`src/design/stunx_pkg.sv`:
```
package stunx_pkg;

    // Field widths of the byte stream and of the result.
    localparam int unsigned DATA_W   = 8;
    localparam int unsigned WORD_W   = 16;
    localparam int unsigned IP_W     = 32;
    localparam int unsigned PADLEN_W = 17;

    // Fixed header and protocol codes.
    localparam int unsigned        HEADER_BYTES       = 20;
    localparam logic [WORD_W-1:0]  BINDING_SUCCESS    = 16'h0101;
    localparam logic [WORD_W-1:0]  XOR_MAPPED_ADDRESS = 16'h0020;
    localparam logic [WORD_W-1:0]  COOKIE_HIGH        = 16'h2112;
    localparam logic [IP_W-1:0]    COOKIE             = 32'h2112A442;
    localparam logic [DATA_W-1:0]  FAMILY_IPV4        = 8'h01;
    localparam logic [WORD_W-1:0]  MIN_XMA_LENGTH     = 16'd8;

    // Parse outcome reported with each datagram.
    typedef enum logic [2:0] {
        ST_OK,
        ST_SHORT,
        ST_BAD_TYPE,
        ST_OVERRUN,
        ST_BAD_LENGTH,
        ST_BAD_FAMILY,
        ST_NOT_FOUND
    } t_status;

    // One result transaction.
    typedef struct packed {
        t_status           status;
        logic [IP_W-1:0]   mapped_ip;
        logic [WORD_W-1:0] mapped_port;
    } t_result;

endpackage

```
`src/design/stunx_in_if.sv`:
```
interface stunx_in_if
    import stunx_pkg::*;
();
    logic              valid;
    logic              ready;
    logic [DATA_W-1:0] data_byte;
    logic              last_byte;

    modport source (output valid, output data_byte, output last_byte, input ready);
    modport sink   (input valid, input data_byte, input last_byte, output ready);
endinterface

```
`src/design/stunx_out_if.sv`:
```
interface stunx_out_if
    import stunx_pkg::*;
();
    logic              valid;
    logic              ready;
    t_status           status;
    logic [IP_W-1:0]   mapped_ip;
    logic [WORD_W-1:0] mapped_port;

    modport source (output valid, output status, output mapped_ip, output mapped_port,
                    input ready);
    modport sink   (input valid, input status, input mapped_ip, input mapped_port,
                    output ready);
endinterface

```
`src/design/stunx_parser.sv`:
```
module stunx_parser
    import stunx_pkg::*;
#(
    parameter int unsigned MAX_DATAGRAM_BYTES = 65535
) (
    input  logic              i_clk,
    input  logic              i_rst_n,
    input  logic              i_step,
    input  logic [DATA_W-1:0] i_data_byte,
    input  logic              i_last_byte,
    output t_result           o_result
);

    localparam int unsigned POS_W = $clog2(MAX_DATAGRAM_BYTES + 1);
    localparam logic [POS_W-1:0] POS_MAX  = POS_W'(MAX_DATAGRAM_BYTES);
    localparam logic [POS_W-1:0] POS_HDR  = POS_W'(HEADER_BYTES);
    localparam logic [POS_W-1:0] POS_TYPE = POS_W'(HEADER_BYTES - 1);

    // Control state, cleared by reset and at the end of every datagram.
    logic [POS_W-1:0]  r_pos,         n_pos,         u_pos;
    logic [POS_W-1:0]  r_attr_offset, n_attr_offset, u_attr_offset;
    logic              r_decided,     n_decided,     u_decided;
    t_status           r_status,      n_status,      u_status;

    // Captured fields; each is written before it is read within a datagram.
    logic [WORD_W-1:0] r_msg_type,    u_msg_type;
    logic [WORD_W-1:0] r_attr_type,   u_attr_type;
    logic [WORD_W-1:0] r_attr_length, u_attr_length;
    logic [DATA_W-1:0] r_family,      u_family;
    logic [WORD_W-1:0] r_xport,       u_xport;
    logic [IP_W-1:0]   r_xip,         u_xip;

    logic [POS_W-1:0]    rel;
    logic [POS_W-1:0]    rel_eff;
    logic [POS_W-1:0]    val_idx;
    logic [PADLEN_W-1:0] attr_end;
    logic [POS_W-1:0]    size;
    logic [POS_W-1:0]    last_pos;
    logic [POS_W-1:0]    tail_rel;
    t_status             final_status;

    // Per-byte update of the parse state.
    always_comb begin
        u_pos         = r_pos;
        u_attr_offset = r_attr_offset;
        u_decided     = r_decided;
        u_status      = r_status;
        u_msg_type    = r_msg_type;
        u_attr_type   = r_attr_type;
        u_attr_length = r_attr_length;
        u_family      = r_family;
        u_xport       = r_xport;
        u_xip         = r_xip;
        rel      = r_pos - r_attr_offset;
        rel_eff  = rel;
        val_idx  = rel - POS_W'(4);
        attr_end = PADLEN_W'(4)
                 + ((PADLEN_W'(r_attr_length) + PADLEN_W'(3)) & ~PADLEN_W'(3));

        if (r_pos < POS_MAX) begin
            u_pos = r_pos + POS_W'(1);
            if (r_pos < POS_HDR) begin
                // Message header: type in the first two bytes, checked on the last.
                if (r_pos == '0) begin
                    u_msg_type = {i_data_byte, r_msg_type[DATA_W-1:0]};
                end else if (r_pos == POS_W'(1)) begin
                    u_msg_type = {r_msg_type[WORD_W-1:DATA_W], i_data_byte};
                end else if (r_pos == POS_TYPE) begin
                    if (r_msg_type != BINDING_SUCCESS) begin
                        u_decided = 1'b1;
                        u_status  = ST_BAD_TYPE;
                    end else begin
                        u_attr_offset = POS_HDR;
                    end
                end
            end else if (!r_decided) begin
                // Step to the next attribute once the padded value has passed.
                if (rel >= POS_W'(4) && PADLEN_W'(rel) == attr_end) begin
                    u_attr_offset = r_pos;
                    rel_eff       = '0;
                end
                val_idx = rel_eff - POS_W'(4);

                if (rel_eff == '0) begin
                    u_attr_type = {i_data_byte, r_attr_type[DATA_W-1:0]};
                end else if (rel_eff == POS_W'(1)) begin
                    u_attr_type = {r_attr_type[WORD_W-1:DATA_W], i_data_byte};
                end else if (rel_eff == POS_W'(2)) begin
                    u_attr_length = {i_data_byte, r_attr_length[DATA_W-1:0]};
                end else if (rel_eff == POS_W'(3)) begin
                    u_attr_length = {r_attr_length[WORD_W-1:DATA_W], i_data_byte};
                    if (r_attr_type == XOR_MAPPED_ADDRESS && u_attr_length == '0) begin
                        u_decided = 1'b1;
                        u_status  = ST_BAD_LENGTH;
                    end
                end else if (WORD_W'(val_idx) < r_attr_length
                             && r_attr_type == XOR_MAPPED_ADDRESS) begin
                    // Value bytes of the address attribute.
                    if (val_idx == POS_W'(1)) begin
                        u_family = i_data_byte;
                    end else if (val_idx == POS_W'(2)) begin
                        u_xport = {i_data_byte, r_xport[DATA_W-1:0]};
                    end else if (val_idx == POS_W'(3)) begin
                        u_xport = {r_xport[WORD_W-1:DATA_W], i_data_byte};
                    end else if (val_idx >= POS_W'(4) && val_idx <= POS_W'(7)) begin
                        u_xip = {r_xip[IP_W-DATA_W-1:0], i_data_byte};
                    end

                    if (WORD_W'(val_idx) == r_attr_length - WORD_W'(1)) begin
                        u_decided = 1'b1;
                        if (r_attr_length < MIN_XMA_LENGTH) begin
                            u_status = ST_BAD_LENGTH;
                        end else if (u_family != FAMILY_IPV4) begin
                            u_status = ST_BAD_FAMILY;
                        end else begin
                            u_status = ST_OK;
                        end
                    end
                end
            end
        end
    end

    // Outcome at the final byte, from the updated state.
    always_comb begin
        size     = u_pos;
        last_pos = size - POS_W'(1);
        tail_rel = last_pos - u_attr_offset;
        if (u_decided) begin
            final_status = u_status;
        end else if (size < POS_HDR) begin
            final_status = ST_SHORT;
        end else if (last_pos < u_attr_offset || last_pos < POS_HDR) begin
            final_status = ST_NOT_FOUND;
        end else if (tail_rel >= POS_W'(3)
                     && WORD_W'(tail_rel - POS_W'(3)) < u_attr_length) begin
            final_status = ST_OVERRUN;
        end else begin
            final_status = ST_NOT_FOUND;
        end

        o_result.status      = final_status;
        o_result.mapped_ip   = (final_status == ST_OK) ? (u_xip ^ COOKIE) : '0;
        o_result.mapped_port = (final_status == ST_OK) ? (u_xport ^ COOKIE_HIGH) : '0;
    end

    // The final byte returns the control state to its reset values.
    always_comb begin
        if (i_last_byte) begin
            n_pos         = '0;
            n_attr_offset = '0;
            n_decided     = 1'b0;
            n_status      = ST_OK;
        end else begin
            n_pos         = u_pos;
            n_attr_offset = u_attr_offset;
            n_decided     = u_decided;
            n_status      = u_status;
        end
    end

    always_ff @(posedge i_clk) begin
        if (!i_rst_n) begin
            r_pos         <= '0;
            r_attr_offset <= '0;
            r_decided     <= 1'b0;
            r_status      <= ST_OK;
        end else if (i_step) begin
            r_pos         <= n_pos;
            r_attr_offset <= n_attr_offset;
            r_decided     <= n_decided;
            r_status      <= n_status;
        end
    end

    always_ff @(posedge i_clk) begin
        if (i_step) begin
            r_msg_type    <= u_msg_type;
            r_attr_type   <= u_attr_type;
            r_attr_length <= u_attr_length;
            r_family      <= u_family;
            r_xport       <= u_xport;
            r_xip         <= u_xip;
        end
    end

endmodule

```
`src/design/stun_xor_mapped_address_parser_core.sv`:
```
// The final byte is held in the input register; its result then goes to the output register.
// Throughput: one datagram byte per cycle; the block stalls only when a finished
// result sits unclaimed in the output register and another final byte arrives.
// Reset: synchronous, active low; clears the input and output valid flags and the
// parse position, so the next byte is taken as the first byte of a datagram.
module stun_xor_mapped_address_parser_core
    import stunx_pkg::*;
#(
    parameter int unsigned MAX_DATAGRAM_BYTES = 65535
) (
    input  logic        i_clk,
    input  logic        i_rst_n,
    stunx_in_if.sink    i_in,
    stunx_out_if.source o_out
);

    logic              r_in_valid;
    logic [DATA_W-1:0] r_in_byte;
    logic              r_in_last;
    logic              r_out_valid;
    t_result           r_out;
    t_result           parse_result;
    logic              step;

    // A byte moves on unless it is a final byte and the output register is held.
    assign step       = r_in_valid && (!r_in_last || !r_out_valid || o_out.ready);
    assign i_in.ready = !r_in_valid || step;

    // Input register.
    always_ff @(posedge i_clk) begin
        if (!i_rst_n) begin
            r_in_valid <= 1'b0;
        end else if (i_in.ready) begin
            r_in_valid <= i_in.valid;
        end
    end

    always_ff @(posedge i_clk) begin
        if (i_in.valid && i_in.ready) begin
            r_in_byte <= i_in.data_byte;
            r_in_last <= i_in.last_byte;
        end
    end

    stunx_parser #(
        .MAX_DATAGRAM_BYTES (MAX_DATAGRAM_BYTES)
    ) u_parser (
        .i_clk       (i_clk),
        .i_rst_n     (i_rst_n),
        .i_step      (step),
        .i_data_byte (r_in_byte),
        .i_last_byte (r_in_last),
        .o_result    (parse_result)
    );

    // Output register holding one result transaction.
    always_ff @(posedge i_clk) begin
        if (!i_rst_n) begin
            r_out_valid <= 1'b0;
        end else if (step && r_in_last) begin
            r_out_valid <= 1'b1;
        end else if (o_out.ready) begin
            r_out_valid <= 1'b0;
        end
    end

    always_ff @(posedge i_clk) begin
        if (step && r_in_last) begin
            r_out <= parse_result;
        end
    end

    assign o_out.valid       = r_out_valid;
    assign o_out.status      = r_out.status;
    assign o_out.mapped_ip   = r_out.mapped_ip;
    assign o_out.mapped_port = r_out.mapped_port;

endmodule
```
`src/flat_wrapper.sv`:
```
// flat-port wrapper written by rule: the top's interface ports become plain ports
module stun_xor_mapped_address_parser_core_flat import stunx_pkg::*;
#(
    parameter int unsigned MAX_DATAGRAM_BYTES = 65535
)
  (i_clk, i_rst_n, i_in_valid, i_in_data_byte, i_in_last_byte, i_in_ready, o_out_valid, o_out_status, o_out_mapped_ip, o_out_mapped_port, o_out_ready);
  stunx_in_if i_in_i ();
  stunx_out_if o_out_i ();
  input  logic i_clk;
  input  logic i_rst_n;
  input wire logic [$bits(i_in_i.valid)-1:0] i_in_valid;
  input wire logic [$bits(i_in_i.data_byte)-1:0] i_in_data_byte;
  input wire logic [$bits(i_in_i.last_byte)-1:0] i_in_last_byte;
  output wire logic [$bits(i_in_i.ready)-1:0] i_in_ready;
  output wire logic [$bits(o_out_i.valid)-1:0] o_out_valid;
  output wire logic [$bits(o_out_i.status)-1:0] o_out_status;
  output wire logic [$bits(o_out_i.mapped_ip)-1:0] o_out_mapped_ip;
  output wire logic [$bits(o_out_i.mapped_port)-1:0] o_out_mapped_port;
  input wire logic [$bits(o_out_i.ready)-1:0] o_out_ready;
  assign i_in_i.valid = i_in_valid;
  assign i_in_i.data_byte = i_in_data_byte;
  assign i_in_i.last_byte = i_in_last_byte;
  assign i_in_ready = i_in_i.ready;
  assign o_out_valid = o_out_i.valid;
  assign o_out_status = o_out_i.status;
  assign o_out_mapped_ip = o_out_i.mapped_ip;
  assign o_out_mapped_port = o_out_i.mapped_port;
  assign o_out_i.ready = o_out_ready;
  stun_xor_mapped_address_parser_core #(.MAX_DATAGRAM_BYTES(MAX_DATAGRAM_BYTES)) u_core (.i_clk(i_clk), .i_rst_n(i_rst_n), .i_in(i_in_i), .o_out(o_out_i));
endmodule
```
`config.mk`:
```
export PLATFORM = sky130hd
export DESIGN_NAME = stun_xor_mapped_address_parser_core_flat
export DESIGN_NICKNAME = d
export VERILOG_FILES = /design/src/design/stunx_pkg.sv /design/src/design/stunx_in_if.sv /design/src/design/stunx_out_if.sv /design/src/design/stunx_parser.sv /design/src/design/stun_xor_mapped_address_parser_core.sv /design/src/flat_wrapper.sv
export SDC_FILE = /design/constraint.sdc
export NUM_CORES = 1
export LEC_CHECK = 0
export BUFFER_PORTS_ARGS = -buffer_cell sky130_fd_sc_hd__buf_4
export CORE_UTILIZATION = 45
export CTS_BUF_LIST = sky130_fd_sc_hd__clkbuf_8
export CTS_CLUSTER_SIZE = 10
export DETAILED_ROUTE_END_ITERATION = 6
export GPL_TIMING_DRIVEN = 0
export PLACE_DENSITY_LB_ADDON = 0.2
export REMOVE_ABC_BUFFERS = 1
export SYNTH_ARGS = -nofsm -noshare
export SYNTH_HDL_FRONTEND = slang
export SYNTH_SLANG_ARGS = --single-unit
```
`constraint.sdc`:
```
create_clock -name i_clk -period 11.1 [get_ports i_clk]
set_input_delay 2.22 -clock i_clk [delete_from_list [all_inputs] [get_ports i_clk]]
set_output_delay 2.22 -clock i_clk [all_outputs]
set_load 0.005 [all_outputs]
```
==> flow_summary_export.csv <==
group,metric,value,unit
logic_synthesis,ys_ff_latch,202,
global_route,grt_max_degree,92,
finish,finish.instance_area,17130,um^2
critical_path,endpoint_kind,"register",
timing,final.min_clock_period,10.56,ns
critical_path,cp.required,11.38,ns
clock_tree,htreeDepth,2,
critical_path,critPathMaxStageDelay,0.55,ns
global_route,use_met3,2.976,%
finish,num-fill-cells,3130,
min_path,min_to,"u_core.u_parser.r_status[1]",
routing,vias_per_cell,6.092,
global_route,grt_overflow_total,0,
timing,post-route-period-util,95.15,%
routing,num_vias,12860,
placed_design,hpwlAfterDp,31010,um
floorplan,die-area,35270,um^2
routing,drt_first_iter_violations,1079,
clock_tree,cts_buffers,37,
pwr,total_power,0.001743,W
status,status,"completed",
finish,final_common_cell,"edfxtp_1",
timing,finalSetupTns,0,ns
placed_design,place_congestion,0.9293,
critical_path,rr_startpoint,"u_core.u_parser.r_pos[0]",
finish,layout_common_cells,"edfxtp_1, nand2_1, inv_1, xnor2_1, nor2_1",
timing,slew_violations,0,
pwr,p_per_area,101.8,nW/um^2
logic_synthesis,syn-cell-area,15540,um^2
job,max_cap_violations,0,
critical_path,crit_arrival,10.85,ns
global_route,antenna_found_initial,1,
floorplan,die_h,187.8,um
finish,fin_nets,1726,
timing,timing.fmax,94.68,MHz
min_path,min_path_cells,2,
finish,fin_util,50.70,%
clock_tree,clk_pin_slew_worst_paths,0.06,ns
critical_path,reg2regPathDepth,35,
logic_synthesis,synthFlopType,"edfxtp_1",
placed_design,placed_cell_area,16350,um^2
critical_path,r2r_slack,0.54,ns
floorplan,die_x,187.8,um
finish,antenna_cells,0,
routing,ant_nets,0,
routing,route.detailed.drc,0,
clock_tree,clkSinkCount,202,
critical_path,r2r-end,"u_core.o_out.status[2]",
timing,worstMarginPinSlew,1.195,ns
timing,finalSetupViolCount,0,
floorplan,rows,67,
global_route,globalRoute.busiestLayer,"met2",
pwr,power.leakage,6.258,nW
critical_path,start_kind,"register",
routing,routedWlPerCell,20.47,um
pwr,peakVddDrop,0.00008282,V
clock_tree,cts_tree,"built",
finish,area.growth.synth_to_final,10.25,%
floorplan,coreArea,33780,um^2
floorplan,ioPinCount,66,
floorplan,initial_core_util,45.99,%
critical_path,criticalPathCategory,"reg -> reg",
global_route,grtUsageMet1,33.91,%
global_route,grt_pass1_wl,66990,um
critical_path,crit_slowest_cell,"fa_1",
timing,relSlewSlack,20.33,%
clock_tree,clock_tree.buffer_depth,3,
timing,finalHoldViolCount,0,
timing,skew,0.02714,ns
timing,rsz0062_at_grt,"no",
logic_synthesis,synth_edf_count,164,
min_path,min_path_type,"reg -> reg",
clock_tree,cts-root-buf,"clkbuf_8",
global_route,grt_use_total,23.86,%
logic_synthesis,synthCells,1614,
critical_path,crit_path_max_fanout,13,
clock_tree,holdBufCountCts,0,
placed_design,port_buffers,65,
logic_synthesis,yosysUniqueCellTypes,105,
routing,dr.pass1.iters,5,
min_path,hp-start,"u_core.u_parser.r_status[1]",
logic_synthesis,ys_async_sr_fraction,0,%
routing,routed_wirelength,43220,um
global_route,gr-usage-met2,37.68,%
logic_synthesis,ys_warn_count,0,
clock_tree,clk_latency,0.56,ns
finish,drive_above_1_share,17.44,%
logic_synthesis,synth_area_per_cell,9.626,um^2
logic_synthesis,seq_area_frac_synth,36.59,%
global_route,grt_pass1_vias,11910,
[layer usage]
| layer | wire (um) | vias up | share of wire (%) |
|---|---|---|---|
| li1 | - | 6126 | - |
| met2 | 19530 | 415 | 45 |
| met1 | 20130 | 6234 | 47 |
| met3 | 2334 | 86 | 5.4 |
| met5 | 0 | - | 0 |
| met4 | 1226 | 0 | 2.8 |
[metrics by stage]
step	hold slack [ns]	std cells	worst slack (ns)
2_1_floorplan	0.4998	1513	1.506
3_3_place_gp	0.5131	2026	-1.834
3_5_place_dp	0.5325	2036	-0.9105
4_1_cts	0.5459	2105	0.04939
5_1_grt	0.5647	2111	0.04800
6_report	0.5442	2111	0.5384
[cells in the mapped netlist, drive strengths merged (45+ instances only)]
cell	count	area, um^2
o21ai	77	392.9
nand3	72	360.4
xnor2	89	787.0
inv	73	274.0
a21oi	71	359.1
nor2	90	352.8
ha	77	963.4
mux2	58	653.1
nand2	106	400.4
nor3	67	371.6
buf	45	271.5
clkbuf	56	210.2
edfxtp	164	4925
nor4	69	688.2
[state kept, by name (all words and copies together) (netlist names)]
register                       count
u_core.o_out.mapped_ip            32
u_core.u_parser.r_xip             32
u_core.o_out.mapped_port          16
u_core.u_parser.r_attr_length     16
u_core.u_parser.r_attr_offset     16
u_core.u_parser.r_attr_type       16
u_core.u_parser.r_msg_type        16
u_core.u_parser.r_pos             16
u_core.u_parser.r_xport           16
u_core.r_in_byte                   8
u_core.u_parser.r_family           8
u_core.o_out.status                3
u_core.u_parser.r_status           3
u_core.o_out.valid                 1
u_core.r_in_last                   1
u_core.r_in_valid                  1
u_core.u_parser.r_decided          1
[worst max path at each step]
stage,depth (start not counted),from,end,slack [ns]
global route,35,u_core.u_parser.r_pos[0],u_core.o_out.status[2],0.05
finish,35,u_core.u_parser.r_pos[0],u_core.o_out.status[2],0.54
global placement,32,u_core.u_parser.r_pos[0],u_core.o_out.mapped_ip[7],-1.83
floorplan,35,u_core.u_parser.r_pos[0],u_core.o_out.status[2],1.51
CTS,32,u_core.u_parser.r_pos[0],u_core.o_out.mapped_port[6],0.05
detailed placement,36,u_core.u_parser.r_pos[0],u_core.o_out.status[2],-0.91
[where the power goes]
part           total (W)  leakage [nW]  switching, W  internal [W]
combinational   0.000247          4.15      0.000143      0.000103
sequential      0.000850          1.72     0.0000200      0.000830
clock           0.000647         0.390      0.000330      0.000317
[logic make-up after synthesis]
family	count (synthesis)	synth area share, %
and+or+nand+nor	622	23.48
AOI/OAI and AO/OA	342	15.96
DFF	202	36.59
buffers and inverters	176	4.913
xor gates and xnor gates	123	7.611
adders and majority gates	79	6.459
muxes	70	4.977
[timing repair]
item / in CTS / in global routing
buffers inserted: 0 / 5
setup endpoints to repair: 38 / 53
pin swaps: 1 / 2
cloned: 1 / 1
gates resized for setup: 4 / 5
[area by class of cell]
cell class | count | area [um^2] | area share (%)
clock buffers | 37 | 509.2 | 2.973
inverters | 75 | 286.5 | 1.673
flip-flops and latches | 202 | 5685 | 33.19
well taps | 448 | 560.5 | 3.272
repair buffers | 80 | 733.2 | 4.281
clock inverters | 31 | 146.4 | 0.8546
multi-input cells | 1238 | 9208 | 53.75
[worst max-delay path, delay by kind of cell, from the launching register on]
| kind | cells | cell delay (ns) |
|---|---|---|
| and+or+nand+nor | 14 | 4.19 |
| xor gates and xnor gates | 2 | 0.53 |
| adders and majority gates | 6 | 2.01 |
| DFF | 1 | 0.40 |
| buffers and inverters | 4 | 0.58 |
| AOI/OAI and AO/OA | 9 | 2.56 |
(Power assumes the default switching activity.)
